File: config.mk
export PLATFORM = sky130hd
export DESIGN_NAME = text_tokenizer
export DESIGN_NICKNAME = d
export VERILOG_FILES = /design/src/rtl/core/tt_pkg.sv /design/src/rtl/core/text_tokenizer.sv /design/src/rtl/core/tt_scan.sv /design/src/rtl/core/tt_outq.sv
export SDC_FILE = /design/constraint.sdc
export NUM_CORES = 1
export LEC_CHECK = 0
export BUFFER_PORTS_ARGS = -buffer_cell sky130_fd_sc_hd__clkbuf_2
export CORE_ASPECT_RATIO = 1.75
export CORE_MARGIN = 3
export CORE_UTILIZATION = 50
export CTS_BUF_LIST = sky130_fd_sc_hd__clkbuf_2 sky130_fd_sc_hd__clkbuf_4 sky130_fd_sc_hd__clkbuf_8
export DETAILED_ROUTE_END_ITERATION = 7
export PLACE_DENSITY = 0.77
export RECOVER_POWER = 25
export SLEW_MARGIN = 15
export SYNTH_ARGS = -nofsm -noshare
export SYNTH_HDL_FRONTEND = slang
export SYNTH_SLANG_ARGS = --single-unit
File: constraint.sdc
create_clock -name clock -period 11.42 [get_ports clock]
set_clock_uncertainty 0.15 [all_clocks]
set_input_delay 3.426 -clock clock [delete_from_list [all_inputs] [get_ports clock]]
set_output_delay 3.426 -clock clock [all_outputs]
set_load 0.02 [all_outputs]
File: src/rtl/core/tt_pkg.sv
// Shared definitions for the text tokenizer: character codes, token classes,
// scanner modes and the result beat and result row types. No dependencies.

package tt_pkg;

   // Default longest token, in bytes.
   localparam int MAX_TOKEN_LEN_DEF = 63;

   // Character codes used by the scanner.
   localparam logic [7:0] CHAR_NUL    = 8'h00;
   localparam logic [7:0] CHAR_TAB    = 8'h09;
   localparam logic [7:0] CHAR_LF     = 8'h0A;
   localparam logic [7:0] CHAR_CR     = 8'h0D;
   localparam logic [7:0] CHAR_SPACE  = 8'h20;
   localparam logic [7:0] CHAR_BANG   = 8'h21;
   localparam logic [7:0] CHAR_QUOTE  = 8'h22;
   localparam logic [7:0] CHAR_MINUS  = 8'h2D;
   localparam logic [7:0] CHAR_SLASH  = 8'h2F;
   localparam logic [7:0] CHAR_ZERO   = 8'h30;
   localparam logic [7:0] CHAR_NINE   = 8'h39;
   localparam logic [7:0] CHAR_COLON  = 8'h3A;
   localparam logic [7:0] CHAR_LT     = 8'h3C;
   localparam logic [7:0] CHAR_EQUAL  = 8'h3D;
   localparam logic [7:0] CHAR_GT     = 8'h3E;
   localparam logic [7:0] CHAR_AT     = 8'h40;
   localparam logic [7:0] CHAR_LBRACK = 8'h5B;
   localparam logic [7:0] CHAR_BSLASH = 8'h5C;
   localparam logic [7:0] CHAR_GRAVE  = 8'h60;
   localparam logic [7:0] CHAR_N      = 8'h6E;
   localparam logic [7:0] CHAR_R      = 8'h72;
   localparam logic [7:0] CHAR_T      = 8'h74;
   localparam logic [7:0] CHAR_X      = 8'h78;
   localparam logic [7:0] CHAR_LBRACE = 8'h7B;
   localparam logic [7:0] CHAR_TILDE  = 8'h7E;

   // Token class codes.
   localparam logic [1:0] CLASS_NUMBER = 2'd0;
   localparam logic [1:0] CLASS_STRING = 2'd1;
   localparam logic [1:0] CLASS_PUNCT  = 2'd2;
   localparam logic [1:0] CLASS_WORD   = 2'd3;

   // Scanner modes, one-hot.
   typedef enum logic [7:0] {
      MODE_IDLE   = 8'b0000_0001,
      MODE_NUMBER = 8'b0000_0010,
      MODE_WORD   = 8'b0000_0100,
      MODE_STRING = 8'b0000_1000,
      MODE_ESCAPE = 8'b0001_0000,
      MODE_MINUS  = 8'b0010_0000,
      MODE_CMP    = 8'b0100_0000,
      MODE_SKIP   = 8'b1000_0000
   } scan_mode_type;

   // One result beat.
   typedef struct packed {
      logic [7:0] token_byte;
      logic       byte_valid;
      logic [1:0] token_class;
      logic       first_of_token;
      logic       last_of_token;
      logic       last_of_step;
   } rsp_item_type;

   // All results of one input byte: one or two beats.
   typedef struct packed {
      rsp_item_type [1:0] item;
      logic               two;
   } rsp_row_type;

endpackage

File: src/rtl/core/text_tokenizer.sv
// Text tokenizer top level: input register, scanner and result queue.
// Depends on tt_pkg, tt_scan and tt_outq.

// The tokenizer takes one source byte per beat (or an end mark, tuser high or
// a zero byte) and sends out the characters of each token, one per beat,
// tagged with the token class (number, quoted string, punctuation, word),
// a first-of-token flag, tlast on the last byte of a token, and a flag on the
// last beat caused by each input byte. An empty quoted string gives one beat
// with byte_valid low. Because the end of a token is only known from the next
// byte, each number, word or string byte not hit by the length cut leaves one
// input byte later than it arrives. A byte enters in every cycle while the
// result queue has room; the result port moves one beat per cycle while
// rsp_tready is high, so under steady traffic each byte that yields two beats
// (a two-byte compare pair, a token end followed by a one-byte punctuation
// token, or a byte that hits the length cut) slows the input, while the two-row
// result queue absorbs an isolated one. With an empty queue, the row of a taken
// byte goes straight to the head slot. Tokens are cut at MAX_TOKEN_LEN bytes.

module text_tokenizer #(
   parameter int MAX_TOKEN_LEN = tt_pkg::MAX_TOKEN_LEN_DEF
) (
   input  logic        clock,
   input  logic        reset,
   input  logic        req_tvalid,
   output logic        req_tready,
   input  logic [7:0]  req_tdata,   // [7:0] text_byte
   input  logic        req_tuser,   // [0] end_of_text
   output logic        rsp_tvalid,
   input  logic        rsp_tready,
   output logic [15:0] rsp_tdata,   // [7:0] token_byte, [8] first_of_token,
                                    // [9] last_of_step, [15:10] zero
   output logic [2:0]  rsp_tuser,   // [0] byte_valid, [2:1] token_class
   output logic        rsp_tlast    // last_of_token
);

   logic                 in_valid_ff, in_valid_in;
   logic [7:0]           in_byte_ff;
   logic                 in_end_ff;
   logic                 take;
   logic                 room;
   logic                 row_push;
   tt_pkg::rsp_row_type  row;
   tt_pkg::rsp_item_type out_item;

   // The held byte is scanned when the result queue has a free row.
   assign take       = in_valid_ff && room;
   assign req_tready = !in_valid_ff || take;
   assign in_valid_in = (req_tvalid && req_tready) || (in_valid_ff && !take);

   // Input register control.
   always_ff @(posedge clock) begin
      if (reset) begin
         in_valid_ff <= 1'b0;
      end else begin
         in_valid_ff <= in_valid_in;
      end
   end

   // Input register payload.
   always_ff @(posedge clock) begin
      if (req_tvalid && req_tready) begin
         in_byte_ff <= req_tdata;
         in_end_ff  <= req_tuser;
      end
   end

   tt_scan #(
      .MAX_TOKEN_LEN(MAX_TOKEN_LEN)
   ) u_scan (
      .clock       (clock),
      .reset       (reset),
      .step_en     (take),
      .text_byte   (in_byte_ff),
      .end_of_text (in_end_ff),
      .row         (row),
      .row_push    (row_push)
   );

   tt_outq u_outq (
      .clock     (clock),
      .reset     (reset),
      .push      (row_push),
      .row       (row),
      .room      (room),
      .out_valid (rsp_tvalid),
      .out_ready (rsp_tready),
      .out_item  (out_item)
   );

   // Result beat packing.
   assign rsp_tdata = {6'b0, out_item.last_of_step, out_item.first_of_token,
                       out_item.token_byte};
   assign rsp_tuser = {out_item.token_class, out_item.byte_valid};
   assign rsp_tlast = out_item.last_of_token;

endmodule

File: src/rtl/core/tt_scan.sv
// Scanner state and the per-byte tokenizing decision for the text tokenizer.
// Depends on tt_pkg.

module tt_scan #(
   parameter int MAX_TOKEN_LEN = tt_pkg::MAX_TOKEN_LEN_DEF
) (
   input  logic                clock,
   input  logic                reset,
   input  logic                step_en,
   input  logic [7:0]          text_byte,
   input  logic                end_of_text,
   output tt_pkg::rsp_row_type row,
   output logic                row_push
);

   localparam int LEN_W = $clog2(MAX_TOKEN_LEN + 1);
   localparam logic [LEN_W-1:0] LEN_LIMIT = LEN_W'(MAX_TOKEN_LEN);

   typedef struct packed {
      tt_pkg::scan_mode_type mode;
      logic [7:0]            held_byte;
      logic                  held_valid;
      logic                  held_first;
      logic [LEN_W-1:0]      len;
   } scan_state_type;

   typedef struct packed {
      scan_state_type            st;
      tt_pkg::rsp_item_type [1:0] item;
      logic [1:0]                count;
   } work_type;

   scan_state_type state_ff;
   scan_state_type state_in;
   work_type       work;

   // Character classes.
   function automatic logic is_space(logic [7:0] b);
      return (b == tt_pkg::CHAR_SPACE) || (b == tt_pkg::CHAR_LF) ||
             (b == tt_pkg::CHAR_CR) || (b == tt_pkg::CHAR_TAB);
   endfunction

   function automatic logic is_digit(logic [7:0] b);
      return (b >= tt_pkg::CHAR_ZERO) && (b <= tt_pkg::CHAR_NINE);
   endfunction

   function automatic logic is_punct(logic [7:0] b);
      return ((b >= tt_pkg::CHAR_BANG) && (b <= tt_pkg::CHAR_SLASH)) ||
             ((b >= tt_pkg::CHAR_COLON) && (b <= tt_pkg::CHAR_AT)) ||
             ((b >= tt_pkg::CHAR_LBRACK) && (b <= tt_pkg::CHAR_GRAVE)) ||
             ((b >= tt_pkg::CHAR_LBRACE) && (b <= tt_pkg::CHAR_TILDE));
   endfunction

   function automatic logic is_cmp(logic [7:0] b);
      return (b == tt_pkg::CHAR_BANG) || (b == tt_pkg::CHAR_EQUAL) ||
             (b == tt_pkg::CHAR_LT) || (b == tt_pkg::CHAR_GT);
   endfunction

   // Token class that a scanner mode reports.
   function automatic logic [1:0] class_of(tt_pkg::scan_mode_type m);
      logic [1:0] c;
      case (m)
         tt_pkg::MODE_NUMBER: c = tt_pkg::CLASS_NUMBER;
         tt_pkg::MODE_STRING: c = tt_pkg::CLASS_STRING;
         tt_pkg::MODE_ESCAPE: c = tt_pkg::CLASS_STRING;
         tt_pkg::MODE_MINUS:  c = tt_pkg::CLASS_PUNCT;
         tt_pkg::MODE_CMP:    c = tt_pkg::CLASS_PUNCT;
         default:             c = tt_pkg::CLASS_WORD;
      endcase
      return c;
   endfunction

   // Append one result beat to the work record.
   function automatic work_type emit(work_type w_in, logic [7:0] b, logic valid,
                                     logic [1:0] cls, logic first, logic last);
      work_type w;
      w = w_in;
      if (w.count != 2'd2) begin
         w.item[w.count[0]].token_byte     = b;
         w.item[w.count[0]].byte_valid     = valid;
         w.item[w.count[0]].token_class    = cls;
         w.item[w.count[0]].first_of_token = first;
         w.item[w.count[0]].last_of_token  = last;
         w.item[w.count[0]].last_of_step   = 1'b0;
         w.count = w.count + 2'd1;
      end
      return w;
   endfunction

   // Release the held byte as the last byte of its token.
   function automatic work_type finish_held(work_type w_in);
      work_type w;
      w = w_in;
      if (w.st.held_valid) begin
         w = emit(w, w.st.held_byte, 1'b1, class_of(w.st.mode), w.st.held_first, 1'b1);
      end
      w.st.held_valid = 1'b0;
      w.st.held_first = 1'b0;
      return w;
   endfunction

   // Add a byte to the current token; cut the token at the length limit.
   function automatic work_type append(work_type w_in, logic [7:0] b);
      work_type w;
      logic     first;
      w = w_in;
      first = 1'b1;
      if (w.st.held_valid) begin
         w = emit(w, w.st.held_byte, 1'b1, class_of(w.st.mode), w.st.held_first, 1'b0);
         first = 1'b0;
      end
      w.st.held_byte  = b;
      w.st.held_valid = 1'b1;
      w.st.held_first = first;
      w.st.len        = w.st.len + LEN_W'(1);
      if (w.st.len >= LEN_LIMIT) begin
         w = finish_held(w);
         w.st.mode = (w.st.mode == tt_pkg::MODE_STRING) ? tt_pkg::MODE_SKIP
                                                        : tt_pkg::MODE_IDLE;
         w.st.len  = '0;
      end
      return w;
   endfunction

   // Begin a new token with this byte.
   function automatic work_type start(work_type w_in, logic [7:0] b);
      work_type w;
      w = w_in;
      w.st.held_valid = 1'b0;
      w.st.held_first = 1'b0;
      w.st.len        = '0;
      w.st.mode       = tt_pkg::MODE_IDLE;
      if (is_space(b)) begin
         // Whitespace is dropped.
      end else if (is_digit(b)) begin
         w.st.mode = tt_pkg::MODE_NUMBER;
         w = append(w, b);
      end else if (b == tt_pkg::CHAR_MINUS) begin
         w.st.mode       = tt_pkg::MODE_MINUS;
         w.st.held_byte  = b;
         w.st.held_valid = 1'b1;
         w.st.held_first = 1'b1;
         w.st.len        = LEN_W'(1);
      end else if (b == tt_pkg::CHAR_QUOTE) begin
         w.st.mode = tt_pkg::MODE_STRING;
      end else if (is_cmp(b)) begin
         w.st.mode       = tt_pkg::MODE_CMP;
         w.st.held_byte  = b;
         w.st.held_valid = 1'b1;
         w.st.held_first = 1'b1;
         w.st.len        = LEN_W'(1);
      end else if (is_punct(b)) begin
         w = emit(w, b, 1'b1, tt_pkg::CLASS_PUNCT, 1'b1, 1'b1);
      end else begin
         w.st.mode = tt_pkg::MODE_WORD;
         w = append(w, b);
      end
      return w;
   endfunction

   // Close the current token; an empty string still gives one beat.
   function automatic work_type end_token(work_type w_in);
      work_type w;
      w = w_in;
      if (((w.st.mode == tt_pkg::MODE_STRING) || (w.st.mode == tt_pkg::MODE_ESCAPE)) &&
          !w.st.held_valid) begin
         w = emit(w, tt_pkg::CHAR_NUL, 1'b0, tt_pkg::CLASS_STRING, 1'b1, 1'b1);
      end else if ((w.st.mode != tt_pkg::MODE_SKIP) && (w.st.mode != tt_pkg::MODE_IDLE)) begin
         w = finish_held(w);
      end
      w.st.mode       = tt_pkg::MODE_IDLE;
      w.st.held_valid = 1'b0;
      w.st.held_first = 1'b0;
      w.st.len        = '0;
      return w;
   endfunction

   // Full decision for one input byte.
   function automatic work_type step(work_type w_in, logic [7:0] b, logic eot);
      work_type w;
      w = w_in;
      if (eot || (b == tt_pkg::CHAR_NUL)) begin
         w = end_token(w);
      end else begin
         case (w.st.mode)
            tt_pkg::MODE_NUMBER: begin
               if (is_digit(b) || (b == tt_pkg::CHAR_X)) begin
                  w = append(w, b);
               end else begin
                  w = finish_held(w);
                  w = start(w, b);
               end
            end
            tt_pkg::MODE_WORD: begin
               if (is_space(b) || is_punct(b)) begin
                  w = finish_held(w);
                  w = start(w, b);
               end else begin
                  w = append(w, b);
               end
            end
            tt_pkg::MODE_STRING: begin
               if (b == tt_pkg::CHAR_QUOTE) begin
                  w = end_token(w);
               end else if (b == tt_pkg::CHAR_BSLASH) begin
                  w.st.mode = tt_pkg::MODE_ESCAPE;
               end else begin
                  w = append(w, b);
               end
            end
            tt_pkg::MODE_ESCAPE: begin
               // A second backslash keeps the escape open.
               if (b != tt_pkg::CHAR_BSLASH) begin
                  w.st.mode = tt_pkg::MODE_STRING;
                  if (b == tt_pkg::CHAR_N) begin
                     w = append(w, tt_pkg::CHAR_LF);
                  end else if (b == tt_pkg::CHAR_T) begin
                     w = append(w, tt_pkg::CHAR_TAB);
                  end else if (b == tt_pkg::CHAR_R) begin
                     w = append(w, tt_pkg::CHAR_CR);
                  end else begin
                     w = append(w, b);
                  end
               end
            end
            tt_pkg::MODE_MINUS: begin
               if (is_digit(b)) begin
                  w.st.mode = tt_pkg::MODE_NUMBER;
                  w = append(w, b);
               end else begin
                  w = finish_held(w);
                  w = start(w, b);
               end
            end
            tt_pkg::MODE_CMP: begin
               if (b == tt_pkg::CHAR_EQUAL) begin
                  w = emit(w, w.st.held_byte, 1'b1, tt_pkg::CLASS_PUNCT, 1'b1, 1'b0);
                  w = emit(w, b, 1'b1, tt_pkg::CLASS_PUNCT, 1'b0, 1'b1);
                  w.st.held_valid = 1'b0;
                  w.st.mode       = tt_pkg::MODE_IDLE;
                  w.st.len        = '0;
               end else begin
                  w = finish_held(w);
                  w = start(w, b);
               end
            end
            tt_pkg::MODE_SKIP: begin
               // The byte after a cut string stands in for its closing quote.
               w.st.mode       = tt_pkg::MODE_IDLE;
               w.st.held_valid = 1'b0;
               w.st.len        = '0;
            end
            default: begin
               w = start(w, b);
            end
         endcase
      end
      return w;
   endfunction

   // Evaluate the current byte against the stored state.
   always_comb begin
      work.st    = state_ff;
      work.item  = '0;
      work.count = '0;
      work       = step(work, text_byte, end_of_text);
      if (work.count == 2'd2) begin
         work.item[1].last_of_step = 1'b1;
      end else if (work.count == 2'd1) begin
         work.item[0].last_of_step = 1'b1;
      end
   end

   assign row.item = work.item;
   assign row.two  = (work.count == 2'd2);
   assign row_push = step_en && (work.count != 2'd0);
   assign state_in = step_en ? work.st : state_ff;

   // Scanner state register.
   always_ff @(posedge clock) begin
      if (reset) begin
         state_ff.mode       <= tt_pkg::MODE_IDLE;
         state_ff.held_byte  <= '0;
         state_ff.held_valid <= 1'b0;
         state_ff.held_first <= 1'b0;
         state_ff.len        <= '0;
      end else begin
         state_ff <= state_in;
      end
   end

endmodule

File: src/rtl/core/tt_outq.sv
// Two-row text tokenizer result queue: a row holds the one or two beats of one
// input byte, sent one beat per cycle while out_ready is high. Depends on tt_pkg.

module tt_outq (
   input  logic                 clock,
   input  logic                 reset,
   input  logic                 push,
   input  tt_pkg::rsp_row_type  row,
   output logic                 room,
   output logic                 out_valid,
   input  logic                 out_ready,
   output tt_pkg::rsp_item_type out_item
);

   tt_pkg::rsp_row_type head_ff, head_in;
   tt_pkg::rsp_row_type tail_ff, tail_in;
   logic                head_valid_ff, head_valid_in;
   logic                tail_valid_ff, tail_valid_in;
   logic                sel_ff, sel_in;
   logic                beat_done;
   logic                pop;
   logic                shift_valid;

   // Room for a new row whenever the tail slot is free.
   assign room      = !tail_valid_ff;
   assign out_valid = head_valid_ff;
   assign out_item  = sel_ff ? head_ff.item[1] : head_ff.item[0];
   assign beat_done = head_valid_ff && out_ready;
   assign pop       = beat_done && (sel_ff || !head_ff.two);

   // Advance within the head row, retire it, then place the pushed row.
   always_comb begin
      head_in       = head_ff;
      tail_in       = tail_ff;
      head_valid_in = head_valid_ff;
      tail_valid_in = tail_valid_ff;
      sel_in        = sel_ff;
      shift_valid   = head_valid_ff;
      if (pop) begin
         head_in       = tail_ff;
         head_valid_in = tail_valid_ff;
         shift_valid   = tail_valid_ff;
         tail_valid_in = 1'b0;
         sel_in        = 1'b0;
      end else if (beat_done) begin
         sel_in = 1'b1;
      end
      if (push) begin
         if (!shift_valid) begin
            head_in       = row;
            head_valid_in = 1'b1;
         end else begin
            tail_in       = row;
            tail_valid_in = 1'b1;
         end
      end
   end

   // Control state.
   always_ff @(posedge clock) begin
      if (reset) begin
         head_valid_ff <= 1'b0;
         tail_valid_ff <= 1'b0;
         sel_ff        <= 1'b0;
      end else begin
         head_valid_ff <= head_valid_in;
         tail_valid_ff <= tail_valid_in;
         sel_ff        <= sel_in;
      end
   end

   // Row payload.
   always_ff @(posedge clock) begin
      head_ff <= head_in;
      tail_ff <= tail_in;
   end

endmodule
==> metrics <==
outcome=finished clean; Pwr per Cell Area=110 nW/µm²; global routing's busiest layer=met2; WS Path Type=reg2out; ant diodes=0; cell count after synthesis=776; CP top delay family=flip-flops; Fin Setup TNS=0 ps; fin util=0.538; #FFs+latches synth=93; Die Ht=159 µm; Sw Share=0.313; startpoint types=flop; input/output buffers=28; first-pass GRT wire length=34.8 mm; Cell Chain, Critical Path=mux2_2, clkbuf_2; Reg2Reg Depth=10; Primary FF master, synth=dfxtp_1; endpoints failing setup=0; Slew HR=0.0388; Post-CTS Setup Inserts=0; gr usage total=0.312; Worst path slowest cell=dfxtp_1; Max Slew Vio Count=0; syn avg cell area=8.57 µm²; combinational power share=0.195; worst min path class=reg2reg; DR vias=6523; sequential area share after synthesis=0.334; core area=13000 µm²; register area=2220 µm²; CP peak stage delay=810 ps; io pins=35; row count=55; Buffers & Inverters on Critical Path=1; CP arrival=1780 ps; Worst Path Required=7840 ps; H-tree depth=3; Total Die Area=14800 µm²; Max-Cap Viols=0; DP Wirelength=16.9 mm; Starting Density=0.511; initial antenna violation count=0; post-CTS sizing=0; Non-Filler Instances=952; M2 GR Usage=0.547; GRT met3 Usage=0.0520; Cell variety after synth=95; vias per std cell=6.85; Levels on crit path=2; largest net degree at the start of global routing=35; minimum clock period=5360 ps; GP Congestion=1.05; # hold bufs at CTS=0; Final ANT Viol Nets=0; Critical Path End Type=output pin; Fmax=187 MHz; worst-margin pin slew=1440 ps; multi-input logic area=4070 µm²; Sink Count=93; hold path depth=2; GRT overflow=0; Synth async-reset ratio=0; GRT met1 Usage=0.340; sequential fraction of design power=0.518; Worst-Skew Late Latency=390 ps; mapped cell area=6650 µm²; number of global-route vias before repair=6204; Final Cycle Share=0.469; unrepaired setup endpoints after global routing=false; Clk pin slew, worst setup/hold paths=110 ps; cell with the most instances after synthesis=nor2_1; CTS tree=built; Synth area leader=dfxtp_1; Critical Path Fanout Max=16; final WL=23.1 mm; DRT iter0 DRCs=666; router iterations before antenna repair=6; Synth area leaders=dfxtp_1, edfxtp_1, mux2_2; clock share of power=0.288; die width=93.2 µm; # DRC=0; Psw=241 µW; commonest cells in the netlist=nor2_1, a21oi_1, nand2_1; post-layout net count=798; layout cell share with drive strength beyond 1=0.178; WL/cell=24.2 µm; Worst Setup SP=u_outq.sel_ff; Longest Clk Path Bufs=2; RR Startpoint=in_byte_ff[2]; Min-Delay Startpoint=in_valid_ff; root buffer cell=clkbuf_8; Filler Cell Count=1248; area share of the largest cell type after synthesis=0.172; yosys synthesis warning count=0; EDFF count, synth=36; Worst VDD drop=0.0669 mV; Placed Cells=936; LEAKAGE=2.61 nW; Area Growth Syn to Fin=5.23%; Hold Violations, Final=0; total CTS buffers=9; P_int=530 µW
[sequential cells by signal, indices dropped and copies added (netlist names)]
name,flops
u_outq.head_ff,29
u_outq.tail_ff,27
u_scan.state_ff,24
in_byte_ff,8
in_end_ff,1
in_valid_ff,1
u_outq.out_valid,1
u_outq.sel_ff,1
u_outq.tail_valid_ff,1
[placed cells by master (no fill, tap or decap), types with 4 or more instances in the layout]
cell type	synthesis	layout
nor4_1	6	6
a211oi_1	10	11
a21oi_1	65	65
mux2i_1	8	8
clkbuf_2	1	27
nand2_1	64	65
a21o_1	11	11
and2_1	7	6
ha_1	9	9
o211ai_1	5	5
a211o_1	5	5
a22oi_1	12	12
or4b_1	5	5
buf_4	10	14
nand3b_1	4	4
or3_1	5	5
conb_1	1	6
nand4b_1	5	5
and4b_1	4	4
a31oi_1	16	16
clkbuf_8	0	9
nor3_1	17	17
inv_1	14	14
nand4_1	5	5
nand3_1	22	22
edfxtp_1	36	36
mux2_2	57	57
or4_1	4	4
nand2b_1	8	8
o21ai_1	8	5
a32oi_1	7	7
and3_1	10	10
dfxtp_1	57	57
nor2_2	2	4
nor2b_1	10	10
o21ai_0	42	45
o31ai_1	7	7
nor2_1	80	78
a311oi_1	6	6
[final cells by class]
type / instances / area share
tap: 171 / 0.0306
clock inverter: 6 / 0.00787
inverter: 15 / 0.00805
multi-input combinational: 614 / 0.582
sequential: 93 / 0.318
clock buffer: 10 / 0.0188
timing repair buffer: 43 / 0.0354
[routing by layer]
metal | wire (µm) | vias to the layer above | share of wire
li1 | - | 2924 | -
met1 | 8230 | 3072 | 0.36
met2 | 11200 | 384 | 0.49
met3 | 1700 | 143 | 0.074
met4 | 1930 | 0 | 0.084
met5 | 0 | - | 0
[power by group through the flow]
stage | combinational [mW] | clock (mW) | sequential, mW
2_1_floorplan | 0.122 | 0 | 0.393
5_1_grt | 0.163 | 0.236 | 0.403
3_3_place_gp | 0.146 | 0 | 0.405
3_5_place_dp | 0.149 | 0 | 0.407
4_1_cts | 0.150 | 0.224 | 0.399
6_report | 0.150 | 0.222 | 0.399
[tightest hold or removal path, cell delays in order (launching register included)]
cell	delay [ps]
dfxtp_1	360
a21oi_1	70
nor2_1	60
[worst paths after layout]
| check | endpoint | slack (ps) |
|---|---|---|
| setup reg to reg | u_outq.head_ff[19] | 6220 |
| hold / removal | in_valid_ff | 370 |
| hold reg to reg | in_valid_ff | 370 |
| setup / recovery | rsp_tdata[7] | 6060 |
[metrics by stage]
stage | hold slack [ps] | area, µm² | setup slack [ps] | power, mW
2_1_floorplan | 304 | 6670 | 6060 | 0.515
3_3_place_gp | 335 | 6840 | 6300 | 0.552
3_5_place_dp | 343 | 6840 | 6280 | 0.557
4_1_cts | 359 | 7030 | 6020 | 0.773
5_1_grt | 380 | 7000 | 5990 | 0.802
6_report | 366 | 7000 | 6060 | 0.772
[logic make-up after synthesis]
group	share of synthesized area
simple gates	0.230
compound gates	0.246
flops	0.334
buf+inv	0.0538
mux	0.114
fa+ha+maj	0.0169
xor+xnor	0.00527
other cells	0.000564
(Power assumes the default switching activity.)
